### config.mk
export PLATFORM = sky130hd
export DESIGN_NAME = conveyor_joystick_drive_control_unit_flat
export DESIGN_NICKNAME = d
export VERILOG_FILES = /design/src/cjd_pkg.sv /design/src/cjd_if.sv /design/src/cjd_div.sv /design/src/cjd_cfg.sv /design/src/conveyor_joystick_drive_control_unit.sv /design/src/flat_wrapper.sv
export SDC_FILE = /design/constraint.sdc
export NUM_CORES = 1
export LEC_CHECK = 0
export BUFFER_PORTS_ARGS = -buffer_cell sky130_fd_sc_hd__buf_2
export CAP_MARGIN = 20
export CORE_MARGIN = 2
export CORE_UTILIZATION = 50
export CTS_CLUSTER_SIZE = 8
export DETAILED_ROUTE_END_ITERATION = 10
export PLACE_DENSITY = 0.69
export RECOVER_POWER = 50
export SLEW_MARGIN = 0
export SYNTH_ARGS = -nofsm -noshare
export SYNTH_HDL_FRONTEND = slang
export SYNTH_HIERARCHICAL = 1
export SYNTH_SLANG_ARGS = --single-unit
### constraint.sdc
create_clock -name clk -period 12 [get_ports clk]
set_input_delay 0.6 -clock clk [delete_from_list [all_inputs] [get_ports clk]]
set_output_delay 0.6 -clock clk [all_outputs]
set_load 0.02 [all_outputs]
### src/cjd_pkg.sv
// Shared types, codes and constants of the conveyor drive controller.
package cjd_pkg;

	localparam int SAMPLE_W   = 10;
	localparam int SPEED_W    = 8;
	localparam int DUTY_W     = 8;
	localparam int SYM_W      = 2;
	localparam int DZ_W       = 7;
	localparam int DIVIDEND_W = 18;
	localparam int RECIP_W    = 19;
	localparam int QUOT_W     = 8;
	localparam int APB_AW     = 3;
	localparam int APB_DW     = 32;

	localparam logic [DZ_W-1:0]      DEAD_ZONE_RESET = 7'd10;
	localparam logic signed [SPEED_W-1:0] SPEED_MAX  = 8'sd100;
	localparam logic signed [SPEED_W-1:0] SPEED_MIN  = -8'sd100;
	localparam logic signed [SPEED_W:0]   JOY_OFFSET = 9'sd100;

	// reciprocals for truncating division by 1023 and by 100, exact over each dividend range
	localparam logic [RECIP_W-1:0] JOY_RECIP  = 19'd262401;
	localparam int                 JOY_SHIFT  = 28;
	localparam logic [RECIP_W-1:0] DUTY_RECIP = 19'd20972;
	localparam int                 DUTY_SHIFT = 21;

	// register index, taken from paddr[2]
	localparam logic REG_DEAD_ZONE = 1'b0;

	localparam logic [SYM_W-1:0] SYM_OFF  = 2'd0;
	localparam logic [SYM_W-1:0] SYM_IDLE = 2'd1;
	localparam logic [SYM_W-1:0] SYM_FWD  = 2'd2;
	localparam logic [SYM_W-1:0] SYM_REV  = 2'd3;

	typedef enum logic [1:0] {
		MODE_OFF,
		MODE_IDLE,
		MODE_MANUAL,
		MODE_CONSTANT
	} mode_t;

	typedef enum logic [2:0] {
		ST_IDLE,
		ST_JDIV,
		ST_EVAL,
		ST_PDIV,
		ST_DONE
	} state_t;

	typedef enum logic {
		SCALE_JOY,
		SCALE_DUTY
	} scale_op_t;

	typedef struct packed {
		logic                  start;
		logic [DIVIDEND_W-1:0] dividend;
		scale_op_t             op;
	} div_req_t;

	typedef struct packed {
		logic              done;
		logic [QUOT_W-1:0] quot;
	} div_rsp_t;

	typedef struct packed {
		logic              psel;
		logic              penable;
		logic              pwrite;
		logic [APB_AW-1:0] paddr;
		logic [APB_DW-1:0] pwdata;
	} apb_req_t;

endpackage

### src/cjd_if.sv
// Valid/ready channel interfaces for drive requests and drive results.
interface cjd_in_if;
	logic                                  valid;
	logic                                  ready;
	logic                                  req_type;
	logic [cjd_pkg::SAMPLE_W-1:0]          joystick_sample;
	logic                                  click;
	logic                                  long_press;
	logic signed [cjd_pkg::SPEED_W-1:0]    command_speed;

	modport source (output valid, req_type, joystick_sample, click, long_press, command_speed,
		input ready);
	modport sink (input valid, req_type, joystick_sample, click, long_press, command_speed,
		output ready);
endinterface

interface cjd_out_if;
	logic                                  valid;
	logic                                  ready;
	logic [cjd_pkg::DUTY_W-1:0]            forward_pwm;
	logic [cjd_pkg::DUTY_W-1:0]            reverse_pwm;
	logic [cjd_pkg::SYM_W-1:0]             symbol_code;
	logic signed [cjd_pkg::SPEED_W-1:0]    current_speed;
	logic                                  running;

	modport source (output valid, forward_pwm, reverse_pwm, symbol_code, current_speed, running,
		input ready);
	modport sink (input valid, forward_pwm, reverse_pwm, symbol_code, current_speed, running,
		output ready);
endinterface

### src/cjd_div.sv
// Shared reciprocal scaler: truncated division by 1023 or 100, result in the cycle after start.
module cjd_div (
	input  logic              clk,
	input  logic              arst_n,
	input  cjd_pkg::div_req_t req,
	output cjd_pkg::div_rsp_t rsp
);
	localparam int PROD_W = cjd_pkg::DIVIDEND_W + cjd_pkg::RECIP_W;

	logic [cjd_pkg::RECIP_W-1:0] recip;
	logic [PROD_W-1:0]           prod;
	logic [cjd_pkg::QUOT_W-1:0]  quot;
	logic [cjd_pkg::QUOT_W-1:0]  quot_q;
	logic                        done_q;

	assign recip = (req.op == cjd_pkg::SCALE_JOY) ? cjd_pkg::JOY_RECIP : cjd_pkg::DUTY_RECIP;
	assign prod  = PROD_W'(req.dividend) * PROD_W'(recip);
	// quotient never exceeds 8 bits for either dividend range
	assign quot  = (req.op == cjd_pkg::SCALE_JOY) ? prod[cjd_pkg::JOY_SHIFT +: cjd_pkg::QUOT_W]
		: prod[cjd_pkg::DUTY_SHIFT +: cjd_pkg::QUOT_W];

	always_ff @(posedge clk or negedge arst_n) begin
		if (!arst_n) begin
			done_q <= 1'b0;
		end else begin
			done_q <= req.start;
		end
	end

	always_ff @(posedge clk) begin
		if (req.start) begin
			quot_q <= quot;
		end
	end

	assign rsp.done = done_q;
	assign rsp.quot = quot_q;
endmodule

### src/cjd_cfg.sv
// APB register file holding the joystick dead zone.
module cjd_cfg (
	input  logic                         clk,
	input  logic                         arst_n,
	input  cjd_pkg::apb_req_t            apb,
	output logic [cjd_pkg::APB_DW-1:0]   prdata,
	output logic [cjd_pkg::DZ_W-1:0]     dead_zone
);
	logic [cjd_pkg::DZ_W-1:0] dead_zone_q;
	logic                     wr_en;

	assign wr_en = apb.psel && apb.penable && apb.pwrite
		&& apb.paddr[2] == cjd_pkg::REG_DEAD_ZONE;

	always_ff @(posedge clk or negedge arst_n) begin
		if (!arst_n) begin
			dead_zone_q <= cjd_pkg::DEAD_ZONE_RESET;
		end else if (wr_en) begin
			dead_zone_q <= apb.pwdata[cjd_pkg::DZ_W-1:0];
		end
	end

	always_comb begin
		prdata = '0;
		unique case (apb.paddr[2])
			cjd_pkg::REG_DEAD_ZONE: prdata = {{(cjd_pkg::APB_DW-cjd_pkg::DZ_W){1'b0}}, dead_zone_q};
			default: prdata = '0;
		endcase
	end

	assign dead_zone = dead_zone_q;
endmodule

### src/conveyor_joystick_drive_control_unit.sv
// Top level of the conveyor drive controller: sequencer, drive state and result register.
//
//  channel   | dir | handshake              | contents
//  in_ch     | in  | valid/ready            | req_type, joystick_sample, click, long_press,
//            |     |                        | command_speed
//  out_ch    | out | valid/ready            | forward_pwm, reverse_pwm, symbol_code,
//            |     |                        | current_speed, running
//  APB       | in  | psel/penable, pready=1 | dead_zone at byte address 0
//
// A tick that recomputes the duty runs through joystick scaling, evaluation, duty scaling and
// result load, with the result valid once it is loaded into the output register. A tick
// without a new duty skips the duty scaling, and a command goes straight to the result load.
// Both scalings share one reciprocal multiplier. in_ch.ready is high only while idle.
// A result waiting in the output register holds the sequencer in its final step until the
// slot frees, so one more transaction can be accepted behind it. Reset is async, active low.
module conveyor_joystick_drive_control_unit (
	input  logic                               clk,
	input  logic                               arst_n,
	cjd_in_if.sink                             in_ch,
	cjd_out_if.source                          out_ch,
	input  logic                               psel,
	input  logic                               penable,
	input  logic                               pwrite,
	input  logic [cjd_pkg::APB_AW-1:0]         paddr,
	input  logic [cjd_pkg::APB_DW-1:0]         pwdata,
	output logic [cjd_pkg::APB_DW-1:0]         prdata,
	output logic                               pready
);
	localparam int SW = cjd_pkg::SPEED_W;

	cjd_pkg::apb_req_t apb;
	cjd_pkg::div_req_t div_req;
	cjd_pkg::div_rsp_t div_rsp;
	logic [cjd_pkg::DZ_W-1:0] dead_zone;

	cjd_pkg::state_t state_q, state_d;
	cjd_pkg::mode_t  mode_q, mode_d;
	logic signed [SW-1:0] speed_q, speed_d;
	logic signed [SW-1:0] held_q, held_d;
	logic                 pend_q, pend_d;
	logic [cjd_pkg::DUTY_W-1:0] fwd_q, fwd_d, rev_q, rev_d;
	logic [cjd_pkg::SYM_W-1:0]  sym_q, sym_d;
	logic click_q, lp_q;

	logic out_valid_q;
	logic out_load;
	logic in_acc;

	// eval helpers
	cjd_pkg::mode_t       mode_lp;
	logic                 pend_c;
	logic signed [SW:0]   jv;
	logic [SW:0]          jabs;
	logic signed [SW-1:0] js;
	logic signed [SW-1:0] drv;
	logic [SW-1:0]        dabs;
	logic [SW-2:0]        dmag;
	logic [14:0]          duty_num;
	logic signed [SW-1:0] cmd_v;
	logic [cjd_pkg::SAMPLE_W-1:0] samp;

	assign apb = '{psel: psel, penable: penable, pwrite: pwrite, paddr: paddr, pwdata: pwdata};
	assign pready = 1'b1;

	cjd_cfg u_cfg (
		.clk       (clk),
		.arst_n    (arst_n),
		.apb       (apb),
		.prdata    (prdata),
		.dead_zone (dead_zone)
	);

	cjd_div u_div (
		.clk    (clk),
		.arst_n (arst_n),
		.req    (div_req),
		.rsp    (div_rsp)
	);

	assign in_ch.ready = (state_q == cjd_pkg::ST_IDLE);
	assign in_acc      = in_ch.valid && in_ch.ready;
	assign samp        = in_ch.joystick_sample;

	// joystick speed from the first scaling
	assign jv   = $signed({1'b0, div_rsp.quot}) - cjd_pkg::JOY_OFFSET;
	assign jabs = jv[SW] ? (SW+1)'(-jv) : jv;
	assign js   = (jabs < {2'b00, dead_zone}) ? '0 : jv[SW-1:0];

	assign mode_lp = lp_q ? ((mode_q == cjd_pkg::MODE_OFF) ? cjd_pkg::MODE_IDLE
		: cjd_pkg::MODE_OFF) : mode_q;
	assign pend_c  = pend_q | click_q;

	// speed to drive: manual uses the joystick, constant the latched value
	assign drv      = (mode_lp == cjd_pkg::MODE_MANUAL) ? js : held_q;
	assign dabs     = drv[SW-1] ? SW'(-drv) : drv;
	assign dmag     = dabs[SW-2:0];
	assign duty_num = {dmag, 8'h00} - {8'h00, dmag};

	assign cmd_v = (in_ch.command_speed > cjd_pkg::SPEED_MAX) ? cjd_pkg::SPEED_MAX
		: (in_ch.command_speed < cjd_pkg::SPEED_MIN) ? cjd_pkg::SPEED_MIN
		: in_ch.command_speed;

	always_ff @(posedge clk or negedge arst_n) begin
		if (!arst_n) begin
			state_q <= cjd_pkg::ST_IDLE;
		end else begin
			state_q <= state_d;
		end
	end

	always_comb begin
		state_d  = state_q;
		mode_d   = mode_q;
		speed_d  = speed_q;
		held_d   = held_q;
		pend_d   = pend_q;
		fwd_d    = fwd_q;
		rev_d    = rev_q;
		sym_d    = sym_q;
		out_load = 1'b0;
		div_req  = '{start: 1'b0, dividend: '0, op: cjd_pkg::SCALE_JOY};
		unique case (state_q)
			cjd_pkg::ST_IDLE: begin
				if (in_acc) begin
					if (in_ch.req_type) begin
						if (mode_q != cjd_pkg::MODE_OFF) begin
							speed_d = cmd_v;
							held_d  = cmd_v;
							mode_d  = (cmd_v == '0) ? cjd_pkg::MODE_IDLE : cjd_pkg::MODE_CONSTANT;
						end
						state_d = cjd_pkg::ST_DONE;
					end else begin
						// s*200 as shifts
						div_req.start    = 1'b1;
						div_req.dividend = {1'b0, samp, 7'b0} + {2'b0, samp, 6'b0}
							+ {5'b0, samp, 3'b0};
						div_req.op       = cjd_pkg::SCALE_JOY;
						state_d = cjd_pkg::ST_JDIV;
					end
				end
			end
			cjd_pkg::ST_JDIV: begin
				if (div_rsp.done) begin
					state_d = cjd_pkg::ST_EVAL;
				end
			end
			cjd_pkg::ST_EVAL: begin
				state_d = cjd_pkg::ST_DONE;
				pend_d  = pend_c;
				mode_d  = mode_lp;
				unique case (mode_lp)
					cjd_pkg::MODE_OFF: begin
						speed_d = '0;
						fwd_d   = '0;
						rev_d   = '0;
						sym_d   = cjd_pkg::SYM_OFF;
						pend_d  = 1'b0;
					end
					cjd_pkg::MODE_IDLE: begin
						speed_d = '0;
						fwd_d   = '0;
						rev_d   = '0;
						sym_d   = cjd_pkg::SYM_IDLE;
						pend_d  = 1'b0;
						if (js != '0) begin
							mode_d = cjd_pkg::MODE_MANUAL;
						end
					end
					cjd_pkg::MODE_MANUAL: begin
						speed_d = js;
						if (js == '0) begin
							mode_d = cjd_pkg::MODE_IDLE;
						end else if (pend_c) begin
							pend_d = 1'b0;
							held_d = js;
							mode_d = cjd_pkg::MODE_CONSTANT;
						end else begin
							sym_d   = (js > 0) ? cjd_pkg::SYM_FWD : cjd_pkg::SYM_REV;
							state_d = cjd_pkg::ST_PDIV;
						end
					end
					cjd_pkg::MODE_CONSTANT: begin
						speed_d = held_q;
						if (pend_c) begin
							pend_d  = 1'b0;
							speed_d = '0;
							held_d  = '0;
							mode_d  = cjd_pkg::MODE_IDLE;
						end else begin
							sym_d = (held_q > 0) ? cjd_pkg::SYM_FWD : cjd_pkg::SYM_REV;
							if (held_q == '0) begin
								fwd_d = '0;
								rev_d = '0;
							end else begin
								state_d = cjd_pkg::ST_PDIV;
							end
						end
					end
					default: state_d = cjd_pkg::ST_DONE;
				endcase
				if (state_d == cjd_pkg::ST_PDIV) begin
					div_req.start    = 1'b1;
					div_req.dividend = {3'b000, duty_num};
					div_req.op       = cjd_pkg::SCALE_DUTY;
				end
			end
			cjd_pkg::ST_PDIV: begin
				if (div_rsp.done) begin
					if (speed_q > 0) begin
						fwd_d = div_rsp.quot;
						rev_d = '0;
					end else begin
						fwd_d = '0;
						rev_d = div_rsp.quot;
					end
					state_d = cjd_pkg::ST_DONE;
				end
			end
			cjd_pkg::ST_DONE: begin
				if (!out_valid_q || out_ch.ready) begin
					out_load = 1'b1;
					state_d  = cjd_pkg::ST_IDLE;
				end
			end
			default: state_d = cjd_pkg::ST_IDLE;
		endcase
	end

	always_ff @(posedge clk or negedge arst_n) begin
		if (!arst_n) begin
			mode_q      <= cjd_pkg::MODE_OFF;
			speed_q     <= '0;
			held_q      <= '0;
			pend_q      <= 1'b0;
			fwd_q       <= '0;
			rev_q       <= '0;
			sym_q       <= cjd_pkg::SYM_OFF;
			out_valid_q <= 1'b0;
		end else begin
			mode_q  <= mode_d;
			speed_q <= speed_d;
			held_q  <= held_d;
			pend_q  <= pend_d;
			fwd_q   <= fwd_d;
			rev_q   <= rev_d;
			sym_q   <= sym_d;
			if (out_load) begin
				out_valid_q <= 1'b1;
			end else if (out_ch.ready) begin
				out_valid_q <= 1'b0;
			end
		end
	end

	always_ff @(posedge clk) begin
		if (in_acc) begin
			click_q <= in_ch.click;
			lp_q    <= in_ch.long_press;
		end
		if (out_load) begin
			out_ch.forward_pwm   <= fwd_q;
			out_ch.reverse_pwm   <= rev_q;
			out_ch.symbol_code   <= sym_q;
			out_ch.current_speed <= speed_q;
			out_ch.running       <= (mode_q != cjd_pkg::MODE_OFF);
		end
	end

	assign out_ch.valid = out_valid_q;
endmodule

### src/flat_wrapper.sv
// flat-port wrapper written by rule: the top's interface ports become plain ports
module conveyor_joystick_drive_control_unit_flat 
  (clk, arst_n, psel, penable, pwrite, paddr, pwdata, prdata, pready, in_ch_valid, in_ch_req_type, in_ch_joystick_sample, in_ch_click, in_ch_long_press, in_ch_command_speed, in_ch_ready, out_ch_valid, out_ch_forward_pwm, out_ch_reverse_pwm, out_ch_symbol_code, out_ch_current_speed, out_ch_running, out_ch_ready);
  cjd_in_if in_ch_i ();
  cjd_out_if out_ch_i ();
  input  logic clk;
  input  logic arst_n;
  input  logic psel;
  input  logic penable;
  input  logic pwrite;
  input  logic [cjd_pkg::APB_AW-1:0] paddr;
  input  logic [cjd_pkg::APB_DW-1:0] pwdata;
  output logic [cjd_pkg::APB_DW-1:0] prdata;
  output logic pready;
  input wire logic [$bits(in_ch_i.valid)-1:0] in_ch_valid;
  input wire logic [$bits(in_ch_i.req_type)-1:0] in_ch_req_type;
  input wire logic [$bits(in_ch_i.joystick_sample)-1:0] in_ch_joystick_sample;
  input wire logic [$bits(in_ch_i.click)-1:0] in_ch_click;
  input wire logic [$bits(in_ch_i.long_press)-1:0] in_ch_long_press;
  input wire logic [$bits(in_ch_i.command_speed)-1:0] in_ch_command_speed;
  output wire logic [$bits(in_ch_i.ready)-1:0] in_ch_ready;
  output wire logic [$bits(out_ch_i.valid)-1:0] out_ch_valid;
  output wire logic [$bits(out_ch_i.forward_pwm)-1:0] out_ch_forward_pwm;
  output wire logic [$bits(out_ch_i.reverse_pwm)-1:0] out_ch_reverse_pwm;
  output wire logic [$bits(out_ch_i.symbol_code)-1:0] out_ch_symbol_code;
  output wire logic [$bits(out_ch_i.current_speed)-1:0] out_ch_current_speed;
  output wire logic [$bits(out_ch_i.running)-1:0] out_ch_running;
  input wire logic [$bits(out_ch_i.ready)-1:0] out_ch_ready;
  assign in_ch_i.valid = in_ch_valid;
  assign in_ch_i.req_type = in_ch_req_type;
  assign in_ch_i.joystick_sample = in_ch_joystick_sample;
  assign in_ch_i.click = in_ch_click;
  assign in_ch_i.long_press = in_ch_long_press;
  assign in_ch_i.command_speed = in_ch_command_speed;
  assign in_ch_ready = in_ch_i.ready;
  assign out_ch_valid = out_ch_i.valid;
  assign out_ch_forward_pwm = out_ch_i.forward_pwm;
  assign out_ch_reverse_pwm = out_ch_i.reverse_pwm;
  assign out_ch_symbol_code = out_ch_i.symbol_code;
  assign out_ch_current_speed = out_ch_i.current_speed;
  assign out_ch_running = out_ch_i.running;
  assign out_ch_i.ready = out_ch_ready;
  conveyor_joystick_drive_control_unit u_core (.clk(clk), .arst_n(arst_n), .in_ch(in_ch_i), .out_ch(out_ch_i), .psel(psel), .penable(penable), .pwrite(pwrite), .paddr(paddr), .pwdata(pwdata), .prdata(prdata), .pready(pready));
endmodule
[Yosys cells after proc, flatten, opt, wreduce, memory -nomap -nowiden]
Index checks and enable logic that the tools add are counted.
Widths: inputs -> output; s select.
Storage, ports and cells
  output and inout port bits: 62
  register bits after elaboration: 86
Cells by class
  reductions and logical operators: 24
  mux-type cells: 68
  $add $sub $neg: 6
  $lt $le $gt $ge: 6
  bitwise operators: 2
  equality and inequality tests: 23
  $mul: 1
Operator list (count)
  $mux 8: 17
  $pmux 8 s2: 6
  $mux 20: 3
  $pmux 20 s2: 1
  $mul 18x19->36: 1
  $mux 3: 10
  $gt 8x1->1 const B: 3
  $logic_not 8->1: 3
  $mux 2: 12
  $pmux 8 s3: 1
  $mux 19: 1
  $add 17x16->18: 1
  $add 18x13->18: 1
  $ne 2x2->1 const B: 8
  $pmux 3 s5: 1
  $sub 15x7->15: 1
  $mux 7: 2
  $reduce_and 4->1: 3
  $eq 3x2->1 const B: 3
  $lt 9x7->1: 1
  $mux 9: 1
  $ne 3x2->1 const B: 3
  $ne 3x3->1 const B: 3
  $neg 9->9: 1
  other kinds (28): 43

[Logic depth before layout (Yosys ltp)]
Gate-level depths: netlist of run 1.
  word-level depth: 15
  gate-level depth with buffers: 46

[Cells and area by module]
Netlist of run 1, hierarchy kept.
Modules (own cells, without submodules)
  cjd_div: cells each 716, instances 1, area an instance 6444.9 um^2, sequential area each 265.3 um^2
  conveyor_joystick_drive_control_unit: cells each 565, instances 1, area an instance 5170.0 um^2, sequential area each 1896.8 um^2
  cjd_cfg: cells each 48, instances 1, area an instance 533.0 um^2, sequential area each 177.7 um^2

[Least setup slack after synthesis of run 1]
No wires, ideal clock.
  kind: register to register
  start point: reg u_core/u_div/quot_q[2] in the netlist's numbering
  end point: reg u_core/u_div/quot_q[1] in the netlist's numbering (data pin)
  cell stages (with the launch flop): 45
  library setup time: 0.259 ns
  arrival: 10.194 ns
  path buffers: 2
  path slack: 1.547 ns
  data required time: 11.741 ns
  path through: edfxtp_1 clkbuf_1 inv_1 ha_1 xor2_1 nor2_1 a31oi_1 xnor2_1 a21oi_1 ha_1 nand2_1 nor3_1 a21oi_2 buf_6 a21oi_2 a22oi_2 ha_1 a211o_1 [... 9 more ...] ha_1 inv_1 fa_1 inv_1 fa_1 fa_1 fa_1 inv_1 fa_1 inv_1 ha_1 nand2_1 o31a_1 nand2_1 o22ai_1 or4_4 a21oi_1 nor3b_2
RTL lines
  from (decl): RTL line cjd_div.sv:13  | logic [cjd_pkg::QUOT_W-1:0] quot_q;
  from (signal assigned): RTL line cjd_div.sv:32  | quot_q <= quot;

==> results of run 1 <==
how the worst min path moves through the flow:
| stage | startpoint | end | slack [ns] |
|---|---|---|---|
| 6_report | arst_n | u_core/u_cfg/dead_zone[4] | 0.30 |
| 5_1_grt | arst_n | u_core/u_cfg/dead_zone[2] | 0.37 |
| 4_1_cts | in_ch_click | u_core/click_q | 0.43 |
| 3_5_place_dp | u_core/rev_q[3] | u_core/out_ch.reverse_pwm[3] | 0.43 |
| 3_3_place_gp | u_core/fwd_q[3] | u_core/out_ch.forward_pwm[3] | 0.43 |
| 2_1_floorplan | arst_n | u_core/fwd_q[0] | 0.30 |
flip-flops by register name, indices dropped and copies added, names as in the netlist:
register / cells
u_core/state_q: 3
u_core/out_ch.valid: 1
u_core/u_cfg/dead_zone: 7
u_core/rev_q: 8
u_core/fwd_q: 8
u_core/click_q: 1
u_core/out_ch.reverse_pwm: 8
u_core/out_ch.forward_pwm: 8
u_core/out_ch.running: 1
u_core/u_div/done_q: 1
u_core/out_ch.current_speed: 8
u_core/u_div/quot_q: 8
u_core/speed_q: 8
u_core/mode_q: 2
u_core/held_q: 8
u_core/sym_q: 2
u_core/pend_q: 1
u_core/lp_q: 1
u_core/out_ch.symbol_code: 2
kinds of logic (layout without fill, tap and decap cells):
group,count (synthesis),after routing,share of synthesized area (%)
muxes,21,21,2.00
AOI/OAI and AO/OA,264,264,15.0
DFF,86,86,19.3
buffers and inverters,321,363,11.1
and+or+nand+nor,309,309,13.4
xor gates and xnor gates,40,40,3.01
adders and majority gates,284,284,36.1
other,4,30,0.124
synthesized netlist by cell type (8+ instances only):
master	number	area (um^2)
nor3_1	17	85.1
inv_1	256	961
a21o_1	19	143
xor2_1	11	96.3
edfxtp_1	37	1110
o22ai_1	8	50.1
a211oi_1	13	97.6
or2_2	8	50.1
xnor2_1	27	236
nand3_1	39	195
mux2_2	12	135
nand2b_1	10	62.6
dfrtp_1	47	1180
nor4_1	9	56.3
and3_1	8	50.1
ha_1	173	2160
nand2_1	76	285
o211ai_1	10	75.1
and2_1	22	138
o21ai_0	49	245
a21oi_1	64	320
a31oi_1	11	68.8
clkbuf_1	23	86.3
fa_1	111	2220
buf_4	28	210
nor2b_1	16	100
nor2_1	65	244
final cells by class:
type                    instances  area (um^2)
fillers                      2214        11100
multi-input cells             948         8560
flip-flops and latches         86         2340
inverters                     257          965
repair buffers                 90          469
well taps                     324          405
clock buffers                   9          225
clock inverters                 7         77.6
layer usage:
metal	vias to the layer above	GRT usage (%)
met3	52	2.65
met1	4482	29.3
li1	4562	-
met4	0	6.84
met5	-	0
met2	222	37.2
stage by stage:
stage                     hold slack (ns)  util, %  area (um^2)  cells
after global routing                0.365     54.1        13000   1721
after floorplan                     0.304        -        12200   1355
after global placement              0.432     53.0        12800   1704
after CTS                           0.431     54.2        13100   1720
final                               0.305     54.1        13000   1721
after detailed placement            0.431     53.0        12800   1704
report_power, final:
| part | internal [mW] | leakage (nW) | switching [mW] |
|---|---|---|---|
| Sequential | 0.389 | 0.963 | 0.0726 |
| Combinational | 0.322 | 5.59 | 0.528 |
| Clock | 0.147 | 0.144 | 0.127 |
==> summary.md, run 1 <==
| Metric | Value |
|---|---|
| Max Clk Rate | 0.0880 GHz |
| Remaining Overflow, GRT | 0 |
| Hold_buf cts | 0 |
| Crit Path Class | flop to flop |
| Hold Path Class | primary input to asynchronous set/reset pin |
| CP most frequent cell | inv_1 |
| Area growth syn-to-layout | 7.33% |
| Most frequent cells in the layout | inv_1 (256), ha_1 (173), fa_1 (111) |
| Port bufs | 71 |
| Drc violations | 0 |
| CP required | 12.06 ns |
| Final-stage net count | 1739 |
| Pleak | 6.70 nW |
| Routed WL | 27100 um |
| RSZ-0062 raised after global routing | no |
| Avg WL per Cell | 15.8 um |
| Synthesized cell area | 12100 um^2 |
| Starting density of the core | 50.4% |
| Total power | 1.59 mW |
| Worst slew pin tran | 1.95 ns |
| Core ar. | 24100 um^2 |
| Critical path depth in cells | 43 |
| Initial antenna violation count | 0 |
| Post-Syn Instances | 1329 |
| Top sig layer | met4 |
| Crit path buf inv count | 9 |
| Drt initial violations | 496 |
| Asr flop ratio synth | 57.0% |
| Most common cell after layout, fill and taps aside | inv_1 |
| CTS resizes | 0 |
| Post-CTS Setup Bufs | 0 |
| First-pass GRT wire length | 45600 um |
| Antenna-violating nets left | 0 |
| Clock tree buffer depth | 2 |
| Failing checks | max-capacitance violations, max-slew violations |
| Max-slew headroom | -30.2% |
| TritonCTS Buffers | 9 |
| Total number of H-tree levels | 3 |
| DR vias/cell | 5.41 |
| Post-synth cell types | 93 |
| Period utilisation layout | 94.7% |
| TritonRoute pass-1 iters | 5 |
| Crit end category | flop |
| Crit-path max FO | 12 |
| Tot GR Track Use | 21.9% |
| Die Height | 160 um |
| Chip width | 160 um |
| Metal2 WL | 13300 um |
| CP top delay family | adder cells |
| Root Buffer | clkbuf_16 |
| Diodes inserted | 0 |
| Final setup slack of the worst path | 0.640 ns |
| Clock Latency Late Sink | 0.34 ns |
| CP Capture Point | u_core/u_div/quot_q[6] |
| R2R Setup Slk | 0.64 ns |
| RD Place Congestion | 0.918 |
| Die area | 25600 um^2 |
| Outcome | finished with violations |
| Setup Skew | 0.00807 ns |
| Reg2reg end | u_core/u_div/quot_q[6] |
| Max-cap viol count | 1 |
| Most used flip-flop cell after synthesis | dfrtp_1 |
| Clock Pin Slew Worst Setup and Hold Paths | 0.07 ns |
| I/O pin cnt | 125 |
| Max-slew violations | 36 |
| Syn Area/Cell | 9.14 um^2 |
| M1 WL | 12000 um |
| CTS tree | done |
| Worst R2R Path Depth | 43 |
| CP max stage cell | fa_1 |
| DP Wirelength | 22900 um |
| Yosys warnings | 6 |
| Place WS | 0.660 ns |
| Synthesized flop and latch total | 86 |
| Max IR drop VDD | 0.000121 V |
| Seq/Total Area, Yosys | 19.3% |
| Fin crit period | 11.36 ns |
| Layout cell share with drive strength beyond 1 | 10.3% |
| Pin count of the biggest net entering global routing | 50 |
| Row count | 57 |
| CP arrival | 11.42 ns |
| Power per cell area | 122 nW/um^2 |
| Met3 wire length | 1100 um |
| Setup_tns | 0 ns |
| Total clock sinks | 86 |
| R2R Path Start | u_core/u_div/quot_q[2] |
| CP max stage delay | 0.56 ns |
| Vias in the first global route | 9157 |
| # setup viols final | 0 |
| Worst setup SP type | flop |
| Hold violation total from the final report | 0 |
| Vias | 9318 |
| Post-synth EDFFs | 37 |
| Crit path from | u_core/u_div/quot_q[2] |
Power figures use the tool's default switching activity.
==> run 2: changes to the inputs <==
--- a/config.mk
+++ b/config.mk
@@ -5,15 +5,14 @@
 export SDC_FILE = /design/constraint.sdc
 export NUM_CORES = 1
 export LEC_CHECK = 0
+export ABC_CLOCK_PERIOD_IN_PS = 12000
 export BUFFER_PORTS_ARGS = -buffer_cell sky130_fd_sc_hd__buf_2
 export CAP_MARGIN = 20
 export CORE_MARGIN = 2
-export CORE_UTILIZATION = 50
+export CORE_UTILIZATION = 40
 export CTS_CLUSTER_SIZE = 8
 export DETAILED_ROUTE_END_ITERATION = 10
-export PLACE_DENSITY = 0.69
 export RECOVER_POWER = 50
-export SLEW_MARGIN = 0
 export SYNTH_ARGS = -nofsm -noshare
 export SYNTH_HDL_FRONTEND = slang
 export SYNTH_HIERARCHICAL = 1
==> run 2 against run 1 <==
  * The flow still finishes with violations (max-capacitance violations, max-slew violations)
  * Power grew 0.55%
  * Critical path depth shrank 1
  * Non-clock buffer count shrank 1
  * Clock power grew 3%
  * Final area grew 0.76%
  * Die area grew 24%
  * Routed wire length grew 5.5%
  * Combinational power is essentially flat
  * Global-route usage shrank 3.1 points
==> summary.md, run 2 (synthesis results as in run 1) <==
| Metric | Value |
|---|---|
| CP max stage cell | fa_1 |
| Flop pwr share | 29.1% |
| Remaining Overflow, GRT | 0 |
| I/O pin cnt | 125 |
| Most frequent cells in the layout | inv_1 (256), ha_1 (173), fa_1 (111) |
| Vias in the first global route | 9408 |
| Area growth syn-to-layout | 8.15% |
| First-pass GRT wire length | 47600 um |
| Final-stage net count | 1738 |
| RD Place Congestion | 0.898 |
| Layout cell share with drive strength beyond 1 | 10.3% |
| CTS resizes | 0 |
| P_sw | 743 uW |
| TritonCTS Buffers | 9 |
| RSZ-0062 raised after global routing | no |
| R2R Path Start | u_core/u_div/quot_q[2] |
| Crit path buf inv count | 7 |
| P_int | 852 uW |
| Clock share of power | 17.7% |
| Sw Ratio | 46.6% |
| CTS tree | done |
| Worst slew pin tran | 2.82 ns |
| Setup Skew | 0.0115 ns |
| Multi-input logic area | 8580 um^2 |
| Outcome | finished with violations |
| Chip width | 178 um |
| Placed Cells | 1770 |
| Routed WL | 28600 um |
| Row count | 63 |
| Final core occ | 44.1% |
| CP most frequent cell | inv_1 |
| Total number of H-tree levels | 3 |
| Hold Path Class | primary input to flop |
| Pleak | 6.70 nW |
| Tot GR Track Use | 18.8% |
| Filler instances | 2954 |
| TritonRoute pass-1 iters | 6 |
| Worst setup SP type | flop |
| CP required | 12.06 ns |
| Setup_tns | 0 ns |
| Hold_buf cts | 0 |
| Fin crit period | 11.41 ns |
| Clock Pin Slew Worst Setup and Hold Paths | 0.07 ns |
| Max IR drop VDD | 0.0000754 V |
| Crit-path max FO | 8 |
| Avg WL per Cell | 16.0 um |
| Antenna-violating nets left | 0 |
| CP arrival | 11.47 ns |
| Diodes inserted | 0 |
| Max-slew headroom | -87.9% |
| Drc violations | 0 |
| Max-cap viol count | 1 |
| CP top delay family | adder cells |
| Crit end category | flop |
| Final hold slack | 0.429 ns |
| Crit path from | u_core/u_div/quot_q[2] |
| Power per cell area | 121 nW/um^2 |
| Failing checks | max-capacitance violations, max-slew violations |
| Total clock sinks | 86 |
| Post-CTS Setup Bufs | 0 |
| Combinational cell fraction of total power | 53.3% |
| Die Height | 178 um |
| Clock Latency Late Sink | 0.35 ns |
| Max-slew violations | 50 |
| Clock tree buffer depth | 2 |
| Vias | 9385 |
| Min-Delay Startpoint | in_ch_click |
| CP max stage delay | 0.56 ns |
| # setup viols final | 0 |
| Hold violation total from the final report | 0 |
| Period utilisation layout | 95.1% |
| Core ar. | 29800 um^2 |
| Finished Layout Cells | 1786 |
| Crit Path Class | flop to flop |
| Drt initial violations | 732 |
| Max Clk Rate | 0.0877 GHz |
| Initial antenna violation count | 0 |
| Pin count of the biggest net entering global routing | 50 |
| Root Buffer | clkbuf_16 |
| Starting density of the core | 40.8% |
| Total power | 1.59 mW |
| Port bufs | 71 |
| Register area | 2340 um^2 |
| DR vias/cell | 5.25 |
| Die area | 31800 um^2 |
| Most common cell after layout, fill and taps aside | inv_1 |
| DP Wirelength | 23900 um |
==> run 2: final cells by class <==
class                           count  share of cell area, %
Timing Repair Buffer               89                   3.52
Tap cell                          390                   3.71
Clock inverter                      7                  0.610
Multi-Input combinational cell    948                   65.3
Clock buffer                        9                   1.71
Sequential cell                    86                   17.8
Inverter                          257                   7.34
==> run 2: worst paths after layout <==
kind,to,slack [ns],cells past startpoint
worst max-delay path,u_core/u_div/quot_q[6],0.59,42
worst min register to register,u_core/out_ch.reverse_pwm[1],0.45,0
max in group asynchronous,u_core/held_q[0],9.15,2
min in group asynchronous,u_core/fwd_q[0],1.23,2
worst min-delay path,u_core/click_q,0.43,1
worst max register to register,u_core/u_div/quot_q[6],0.59,42
==> run 2: layer usage <==
| metal | GRT usage (%) | share of wire [%] | vias to the layer above |
|---|---|---|---|
| met5 | 0 | 0 | - |
| met3 | 1.51 | 3.9 | 40 |
| met2 | 32.3 | 49 | 240 |
| li1 | - | - | 4548 |
| met4 | 4.84 | 2.1 | 0 |
| met1 | 25.6 | 45 | 4557 |
==> run 2: stage by stage <==
step	instance area (um^2)	setup slack, ns
2_1_floorplan	12200	1.55
3_3_place_gp	12800	0.733
3_5_place_dp	12800	0.650
4_1_cts	13200	0.593
5_1_grt	13100	0.0181
6_report	13100	0.593
==> run 2: power by group through the flow <==
stage / Sequential [mW] / Clock [mW] / Combinational (mW)
finish: 0.464 / 0.282 / 0.849
global route: 0.474 / 0.298 / 0.950
CTS: 0.463 / 0.287 / 0.848
detailed placement: 0.469 / 0 / 0.840
global placement: 0.466 / 0 / 0.832
floorplan: 0.457 / 0 / 0.631
